`config.mk`:
```
export PLATFORM = sky130hd
export DESIGN_NAME = positional_insert_remove_list
export DESIGN_NICKNAME = d
export VERILOG_FILES = /design/src/pil_pkg.sv /design/src/positional_insert_remove_list.sv /design/src/pil_cell.sv /design/src/pil_ctrl.sv
export VERILOG_INCLUDE_DIRS = /design/src /design/src/src
export SDC_FILE = /design/constraint.sdc
export NUM_CORES = 1
export LEC_CHECK = 0
export BUFFER_PORTS_ARGS = -buffer_cell sky130_fd_sc_hd__clkbuf_2
export CAP_MARGIN = 20
export CORE_ASPECT_RATIO = 0.8
export CORE_MARGIN = 2
export CORE_UTILIZATION = 55
export DETAILED_ROUTE_END_ITERATION = 12
export GPL_TIMING_DRIVEN = 0
export PLACE_DENSITY = 0.71
export SYNTH_ARGS = -nofsm -noshare
export SYNTH_HDL_FRONTEND = slang
export SYNTH_SLANG_ARGS = --single-unit
```
`constraint.sdc`:
```
create_clock -name clk -period 7.2 [get_ports clk]
set_clock_uncertainty 0.1 [all_clocks]
set_input_delay 1.44 -clock clk [delete_from_list [all_inputs] [get_ports clk]]
set_output_delay 1.44 -clock clk [all_outputs]
set_load 0.01 [all_outputs]
```
`src/assert_macros.svh`:
```
// assertion macros shared by the list rtl
// no dependencies; included by the modules that check themselves
`ifndef ASSERT_MACROS_SVH
`define ASSERT_MACROS_SVH

// property checked on every rising clk edge outside reset
`define PIL_ASSERT(label, prop, msg) \
  label: assert property (@(posedge clk) disable iff (!rst_n) (prop)) else $error(msg);

// implication checked on every rising clk edge outside reset
`define PIL_ASSERT_IMPL(label, ante, cons, msg) \
  label: assert property (@(posedge clk) disable iff (!rst_n) (ante) |=> (cons)) \
    else $error(msg);

`endif

```
`src/pil_pkg.sv`:
```
// shared constants, types and codes of the positional insert/remove list
// no dependencies
package pil_pkg;

  localparam int CAPACITY = 16;
  localparam int IDX_W    = (CAPACITY > 2) ? $clog2(CAPACITY) : 1;
  localparam int CNT_W    = $clog2(CAPACITY + 1);
  localparam int POS_W    = 5;
  localparam int VAL_W    = 32;
  localparam int CMP_W    = (CNT_W > POS_W) ? CNT_W : POS_W;

  localparam logic KIND_INSERT = 1'b0;
  localparam logic KIND_REMOVE = 1'b1;

  typedef enum logic [1:0] {
    ST_OK          = 2'd0,
    ST_INS_REFUSED = 2'd1,
    ST_REM_REFUSED = 2'd2
  } status_t;

  // decoded request, valid only in the cycle an item is accepted
  typedef struct packed {
    logic ins_ok;
    logic rem_ok;
  } op_t;

  // per-cell update command
  typedef struct packed {
    logic load;
    logic shift_up;
    logic shift_dn;
  } cell_ctl_t;

endpackage

```
`src/positional_insert_remove_list.sv`:
```
// top level of the positional insert/remove list: a row of entry cells
// plus control; depends on pil_pkg, pil_cell and pil_ctrl
//
// Ordered list of up to CAPACITY signed 32-bit entries held in a row of
// cells. An item (start high while busy low) either inserts in_value at
// in_position, moving the entries at and above it up one cell, or removes
// the entry at in_position, moving the entries above it down one cell.
// All cells move together in the accept cycle, so the block takes one item
// per clock and busy is always low. The result of an item appears on the
// out_ ports in the cycle right after acceptance, marked by out_valid for
// exactly one cycle; the receiver cannot stall, so it must take every
// result as it comes. out_status reports ok, insert refused (list full or
// position above count) or remove refused (position at or above count),
// and a refused item leaves the list untouched. out_removed_value is the
// entry taken out by a good remove and zero otherwise; out_entry_count is
// the number of entries held after the item. Entries hold no reset value;
// only the count, the status and out_valid are cleared by rst_n.
module positional_insert_remove_list
  import pil_pkg::*;
(
  input  logic                    clk,
  input  logic                    rst_n,
  input  logic                    start,
  output logic                    busy,
  input  logic                    in_kind,
  input  logic [POS_W-1:0]        in_position,
  input  logic signed [VAL_W-1:0] in_value,
  output logic                    out_valid,
  output logic signed [VAL_W-1:0] out_removed_value,
  output logic [1:0]              out_status,
  output logic [4:0]              out_entry_count
);

  logic                    accept;
  op_t                     op;
  status_t                 status;
  logic [CNT_W-1:0]        count;
  logic [CMP_W-1:0]        pos_c;
  logic [IDX_W-1:0]        rd_idx;
  logic signed [VAL_W-1:0] entry_q [CAPACITY];
  cell_ctl_t               ctl     [CAPACITY];

  logic                    out_valid_r;
  logic                    out_valid_nxt;
  logic signed [VAL_W-1:0] removed_r;
  logic signed [VAL_W-1:0] removed_nxt;

  // every item finishes in its accept cycle
  assign busy   = 1'b0;
  assign accept = start && !busy;
  assign pos_c  = CMP_W'(in_position);
  assign rd_idx = IDX_W'(in_position);

  pil_ctrl u_ctrl (
    .clk      (clk),
    .rst_n    (rst_n),
    .accept   (accept),
    .kind     (in_kind),
    .position (in_position),
    .op       (op),
    .status   (status),
    .count    (count)
  );

  // the cell row: each cell looks only at its own index against position
  for (genvar i = 0; i < CAPACITY; i++) begin : g_cell
    logic signed [VAL_W-1:0] left_value;
    logic signed [VAL_W-1:0] right_value;

    // cell 0 never shifts up; the top cell keeps its own value on shift down
    if (i == 0) begin : g_head
      assign left_value = in_value;
    end else begin : g_body
      assign left_value = entry_q[i-1];
    end
    if (i == CAPACITY - 1) begin : g_tail
      assign right_value = entry_q[i];
    end else begin : g_mid
      assign right_value = entry_q[i+1];
    end

    assign ctl[i].load     = accept && op.ins_ok && (CMP_W'(i) == pos_c);
    assign ctl[i].shift_up = accept && op.ins_ok && (CMP_W'(i) > pos_c);
    assign ctl[i].shift_dn = accept && op.rem_ok && (CMP_W'(i) >= pos_c);

    pil_cell u_cell (
      .clk         (clk),
      .ctl         (ctl[i]),
      .ins_value   (in_value),
      .left_value  (left_value),
      .right_value (right_value),
      .entry       (entry_q[i])
    );
  end

  // removed entry is picked before the row moves; zero for anything else
  always_comb begin
    removed_nxt   = removed_r;
    out_valid_nxt = accept;
    if (accept) begin
      removed_nxt = op.rem_ok ? entry_q[rd_idx] : '0;
    end
  end

  always_ff @(posedge clk) begin
    if (!rst_n) begin
      out_valid_r <= 1'b0;
    end else begin
      out_valid_r <= out_valid_nxt;
    end
  end

  always_ff @(posedge clk) begin
    removed_r <= removed_nxt;
  end

  assign out_valid         = out_valid_r;
  assign out_removed_value = removed_r;
  assign out_status        = status;
  assign out_entry_count   = 5'(count);

endmodule

```
`src/pil_cell.sv`:
```
// one list cell: holds a single entry and trades it with its neighbors
// depends on pil_pkg
module pil_cell
  import pil_pkg::*;
(
  input  logic                    clk,
  input  cell_ctl_t               ctl,
  input  logic signed [VAL_W-1:0] ins_value,
  input  logic signed [VAL_W-1:0] left_value,
  input  logic signed [VAL_W-1:0] right_value,
  output logic signed [VAL_W-1:0] entry
);

  logic signed [VAL_W-1:0] entry_r;
  logic signed [VAL_W-1:0] entry_nxt;

  always_comb begin
    entry_nxt = entry_r;
    if (ctl.load) begin
      entry_nxt = ins_value;
    end else if (ctl.shift_up) begin
      entry_nxt = left_value;
    end else if (ctl.shift_dn) begin
      entry_nxt = right_value;
    end
  end

  always_ff @(posedge clk) begin
    entry_r <= entry_nxt;
  end

  assign entry = entry_r;

endmodule

```
`src/pil_ctrl.sv`:
```
// list control: entry count, request checks and status register
// depends on pil_pkg and assert_macros.svh
`include "assert_macros.svh"
module pil_ctrl
  import pil_pkg::*;
(
  input  logic             clk,
  input  logic             rst_n,
  input  logic             accept,
  input  logic             kind,
  input  logic [POS_W-1:0] position,
  output op_t              op,
  output status_t          status,
  output logic [CNT_W-1:0] count
);

  logic [CNT_W-1:0] count_r;
  logic [CNT_W-1:0] count_nxt;
  status_t          status_r;
  status_t          status_nxt;
  logic             full;
  logic [CMP_W-1:0] pos_c;
  logic [CMP_W-1:0] cnt_c;

  assign full  = (count_r == CNT_W'(CAPACITY));
  assign pos_c = CMP_W'(position);
  assign cnt_c = CMP_W'(count_r);

  // remove needs pos below count, which also rules out the empty list
  assign op.ins_ok = (kind == KIND_INSERT) && !full && (pos_c <= cnt_c);
  assign op.rem_ok = (kind == KIND_REMOVE) && (pos_c < cnt_c);

  always_comb begin
    count_nxt  = count_r;
    status_nxt = status_r;
    if (accept) begin
      if (op.ins_ok) begin
        count_nxt  = count_r + 1'b1;
        status_nxt = ST_OK;
      end else if (op.rem_ok) begin
        count_nxt  = count_r - 1'b1;
        status_nxt = ST_OK;
      end else if (kind == KIND_INSERT) begin
        status_nxt = ST_INS_REFUSED;
      end else begin
        status_nxt = ST_REM_REFUSED;
      end
    end
  end

  always_ff @(posedge clk) begin
    if (!rst_n) begin
      count_r  <= '0;
      status_r <= ST_OK;
    end else begin
      count_r  <= count_nxt;
      status_r <= status_nxt;
    end
  end

  assign status = status_r;
  assign count  = count_r;

  `PIL_ASSERT(a_count_max, count_r <= CNT_W'(CAPACITY), "entry count above capacity")
  `PIL_ASSERT_IMPL(a_ins_inc, rst_n && accept && op.ins_ok, count_r == CNT_W'($past(count_r) + 1'b1), "insert did not grow count")
  `PIL_ASSERT_IMPL(a_refuse_hold, rst_n && accept && !op.ins_ok && !op.rem_ok, $stable(count_r) && (status_r != ST_OK), "refused item changed count")

endmodule

```
### Yosys cells after proc, flatten, opt, wreduce, memory -nomap -nowiden

Cells that the tools add are included.

* flip-flop bits (word level): 552
* output and inout port bits: 41
* word-level logic and storage cells: 201

* $add $sub $neg: 2
* order comparisons: 34
* equal/unequal tests: 16
* muxes and demuxes: 55
* bitwise gates (word level): 2
* reduce and logical (&&, ||, !) cells: 72

Operators with widths (count)
* $mux 32: 49
* $bmux 32 s4: 1
* $logic_and 1x1->1: 52
* $reduce_bool 3->1: 15
* $eq 4x5->1 const A: 8
* $gt 4x5->1 const A: 8
* $ge 4x5->1 const A: 7
* $eq 3x5->1 const A: 4
* $ge 3x5->1 const A: 4
* $gt 3x5->1 const A: 4
* $eq 2x5->1 const A: 2
* $ge 1x5->1 const A: 2
* $ge 2x5->1 const A: 2
* $gt 1x5->1 const A: 2
* $gt 2x5->1 const A: 2
* $mux 5: 2
* $mux 2: 3
* $add 5x1->5 const B: 1
* $eq 1x5->1 const A: 1
* $eq 5x5->1 const B: 1
* $ge 5x5->1 const B: 1
* $le 5x5->1: 1
* $logic_not 5->1: 1
* $lt 5x5->1: 1
* other kinds (6): 7

### Logic depth before layout (Yosys ltp)

* depth after elaboration: 8
* mapped depth: 18
* mapped depth without buffers: 13

### Hierarchy

A second synthesis with hierarchy kept.

* cell total of the unflattened synthesis: 2808
* area, all modules: 32846.5 µm²

By module, submodules not included
* pil_cell: instances 16, cells each 140, area each 1672.9 µm², sequential area each 960.9 µm²
* positional_insert_remove_list: instances 1, cells each 494, area each 5491.5 µm², sequential area each 980.9 µm²
* pil_ctrl: instances 1, cells each 74, area each 589.3 µm², sequential area each 140.1 µm²

### Least setup slack after synthesis

Ideal clock, no wire load.

* path kind: input to register
* start: input in_position[0]
* end: register g_cell[2].u_cell.entry_r[0], enable pin
* data arrival time: 5994 ps
* slack: 636 ps
* stages: 12
* cells stage by stage: clkbuf_1 -> inv_1 -> buf_2 -> buf_2 -> ha_1 -> nor2b_1 -> o21ai_1 -> and2_1 -> o221ai_1 -> or3_1 -> clkbuf_1 -> a211oi_1

* longest elaborated chain between the ends: 5
* elaborated cells on any way between the ends: 13
* classes of those cells: order compare (4); eq/ne (1); reduce/logical (8)

Ends and longest elaborated chain
* start: declaration: RTL line positional_insert_remove_list.sv:26 `input logic [POS_W-1:0] in_position,`
* $lt 5x5->1 / $le 5x5->1 (equally long branches): RTL line pil_ctrl.sv:31, pil_ctrl.sv:30
* $logic_and 1x1->1, on equally long branches: RTL line pil_ctrl.sv:31, pil_ctrl.sv:30
* $logic_and 1x1->1, on equally long branches
* $logic_and 1x1->1, on equally long branches: RTL line positional_insert_remove_list.sv:84, positional_insert_remove_list.sv:82, positional_insert_remove_list.sv:83
* $reduce_bool 3->1 (no source line) (*)
* end signal: assignment: RTL line pil_cell.sv:29 `entry_r <= entry_nxt;`
* end: declaration: RTL line pil_cell.sv:14 `logic signed [VAL_W-1:0] entry_r;`

Mark *: on every way between the ends. The rest lies on a longest branch, timed or not.
A chain may end at the register's enable or synchronous reset.

### Final worst setup path

* start: input in_position[0]
* end: register g_cell[11].u_cell.entry_r[19] (data pin)

* longest elaborated chain between the ends: 6
* elaborated cells on any way between the ends: 9
* classes of those cells: order compare (2); eq/ne (1); mux (2); reduce/logical (4)

Ends and longest elaborated chain
* $le 5x5->1: RTL line pil_ctrl.sv:30 `assign op.ins_ok = (kind == KIND_INSERT) && !full && (pos_c <= cnt_c);`
* $logic_and 1x1->1: RTL line pil_ctrl.sv:30
* $logic_and 1x1->1: RTL line positional_insert_remove_list.sv:82, positional_insert_remove_list.sv:83
* $logic_and 1x1->1: RTL line positional_insert_remove_list.sv:83 `assign ctl[i].shift_up = accept && op.ins_ok && (CMP_W'(i) > pos_c);`
* $mux 32: RTL line pil_cell.sv:21 `end else if (ctl.shift_up) begin`
* $mux 32 (*): RTL line pil_cell.sv:19 `if (ctl.load) begin`
* via g_cell[11].u_cell.entry_nxt[19]: RTL line pil_cell.sv:15 `logic signed [VAL_W-1:0] entry_nxt;`
* end signal: assignment: RTL line pil_cell.sv:29
* end: declaration: RTL line pil_cell.sv:14

Mark *: on every way through the listed nets, which the timed path passes. The rest lies on a longest branch.

==> impl_results.md <==
- Num Clock Sinks: 552
- Slew @ Worst Pin: 1.26 ns
- Reg2reg start: u_ctrl.count[1]
- CP startpoint: in_position[0]
- Synthesized area: 30500 um2
- Post-CTS Hold Fix Bufs: 0
- GPL Wtd Cong: 1.01
- R2R depth: 11
- Dpl cells: 3337
- Via-per-instance ratio: 7.38
- Clk root buf: clkbuf_16
- Largest fanout on the critical path: 10
- Yosys cell types: 52
- Gr usage total: 0.407
- Setup crit end kind: flop
- Vias in the first global route: 24200
- Leakage: 12.6 nW
- Seq/Total Area, Yosys: 0.541
- Remaining DRCs: 0
- Num CTS Buffers: 57
- HPWL after detailed placement: 82900 um
- H-tree depth: 2
- Die height: 215 um
- Drt pass-1 iters: 8
- Share of layout cells above drive strength 1: 0.179
- Final setup violation count: 0
- IO Count: 82
- DR WL/cell: 34.1 um
- Vias: 25500
- Layout area overhead: 12.5%
- Final period util: 0.747
- Top-count cell post-synth: edfxtp_1
- Total grt overflow: 0
- Top cell type by total area after synthesis: edfxtp_1
- Core area: 55000 um2
- Deepest clock path buffer count: 3
- Hold Fails Final Rpt: 0
- Asr flop ratio synth: 0
- Maximum VDD drop: 0.193 mV
- Outcome: finished, final reports clean
- Synth cell count leaders: 544 x edfxtp_1, 331 x nand2_1, 192 x o21ai_0
- Syn nets: 2530
- Hold depth: 2
- Die area: 57300 um2
- Initial antenna violation count: 7
- Post-cts sizing count: 0
- Relative slew slack: 0.158
- Largest net degree at the start of global routing: 26
- Hold WC Path Type: flop to flop
- Port Buffers: 79
- Global-route wire length before repair: 167000 um
- Rows: 77
- Max frequency: 186 MHz
- EDFF count, synth: 544
- CTS tree: done
- Layout Cells excl Fill: 3453
- Top cells by area, synth: edfxtp_1 54%, mux4_2 12%, mux2i_1 5.3%
- Worst skew pair latency: 0.65 ns
- Unrepaired setup endpoints after global routing: no
- Flops & latches, synth: 552
- Max-cap violations: 0
- Fin. max-slew vios: 0
- Post-Synthesis Mean Instance Area: 12.3 um2
- Synth top area share: 0.536
- Synth Flop Type: edfxtp_1
- Postcts setup bufs: 0
- Final nets: 2702
- CTS clk-pin slew, worst paths: 0.07 ns
- Die W: 267 um
- Fin Setup TNS: 0 ns
- Yosys warns: 0
- Startpoint Class: primary input
- Post-Syn Instances: 2480
- DRT Wirelength: 118000 um
- Worst EP required: 7.61 ns
- WP data arrival: 5.79 ns
- Overall power: 0.00783 W
- Iter 0 DRT Violations: 5596
- Hold Path Origin: u_ctrl.status[0]
- PD cells: 229 nW/um2
- Crit path kind: primary input to flop
- Final Critical Period: 5.38 ns
- Starting Density: 0.554
- Antenna viol nets, final: 0
## state kept, by name (all words and copies together) (netlist names)
name and count:
g_cell.u_cell.entry 512, out_removed_value 32, u_ctrl.count 5, u_ctrl.status 2, out_valid 1
## power breakdown
group	internal [W]	total [W]	switching, W	leakage, nW
clock	0.00154	0.00289	0.00135	0.862
combinational	0.000415	0.00114	0.000726	6.69
sequential	0.00370	0.00380	0.000102	5.03
total	0.00565	0.00783	0.00218	12.6
## cell type report
class	count	area [um2]
antenna	4	10.0
buffer	247	1010
clock buffer	64	1470
clock inverter	42	264
fill	4326	20700
inverter	10	37.5
multi-input combinational	1671	13100
sequential	552	16500
tap	750	938
timing repair buffer	113	970
## metrics by stage
stage,hold WS [ns],util,setup slack (ns),cell area [um2]
after floorplan,0.428,-,0.636,30500
final,0.463,0.623,1.82,34300
after CTS,0.471,0.621,1.84,34200
after global placement,0.407,0.578,-2.84,31800
after detailed placement,0.449,0.590,1.20,32400
after global routing,0.468,0.623,1.59,34300
## cells by family after synthesis
kind of cell | count (synthesis) | share of synthesized area
adder cells (fa/ha/maj) | 9 | 0.00394
other | 1 | 0.000123
AO/OA/AOI/OAI | 670 | 0.142
AND/OR/NAND/NOR | 601 | 0.0819
buffers and inverters | 257 | 0.0343
multiplexers | 386 | 0.195
flip-flops | 552 | 0.541
XOR/XNOR | 4 | 0.00115
## final timing paths
path | slack (ns) | endpoint
min | 0.46 | u_ctrl.status[0]
max reg2reg | 3.18 | g_cell[11].u_cell.entry[19]
min reg2reg | 0.46 | u_ctrl.status[0]
max | 1.82 | g_cell[11].u_cell.entry[19]
## metal layers
metal | vias up | track usage | part of all wire | wire [um]
li1 | 10000 | - | - | -
met1 | 12300 | 0.558 | 0.36 | 41800
met2 | 2771 | 0.555 | 0.41 | 47900
met3 | 426 | 0.204 | 0.20 | 23000
met4 | 4 | 0.150 | 0.043 | 5010
met5 | - | 0.0144 | 0.00020 | 23
## layout by cell type (no fill, tap or decap), types with 58 or more instances in the layout
| cell | Yosys | final |
|---|---|---|
| nand2_1 | 331 | 331 |
| clkbuf_1 | 191 | 197 |
| mux2i_1 | 162 | 162 |
| clkbuf_16 | 0 | 58 |
| edfxtp_1 | 544 | 544 |
| nor2_1 | 179 | 170 |
| o22ai_1 | 98 | 98 |
| mux2_2 | 58 | 58 |
| clkbuf_2 | 0 | 79 |
| a2bb2oi_1 | 64 | 64 |
| a21oi_1 | 74 | 73 |
| mux4_2 | 160 | 160 |
| a22oi_1 | 127 | 127 |
| o21ai_0 | 192 | 192 |
## worst max-delay path, stage by stage
cell and delay [ns]:
clkbuf_1 0.23, inv_1 0.15, buf_2 0.40, buf_2 0.50, ha_1 0.23, nor2b_1 0.05, o21ai_1 0.22, a21boi_1 0.19
buf_4 0.23, nor4_1 0.79, buf_2 0.29, clkbuf_1 0.79, nand2_1 0.16, nand2_1 0.11
No activity file was read; power rests on OpenSTA's default activity.
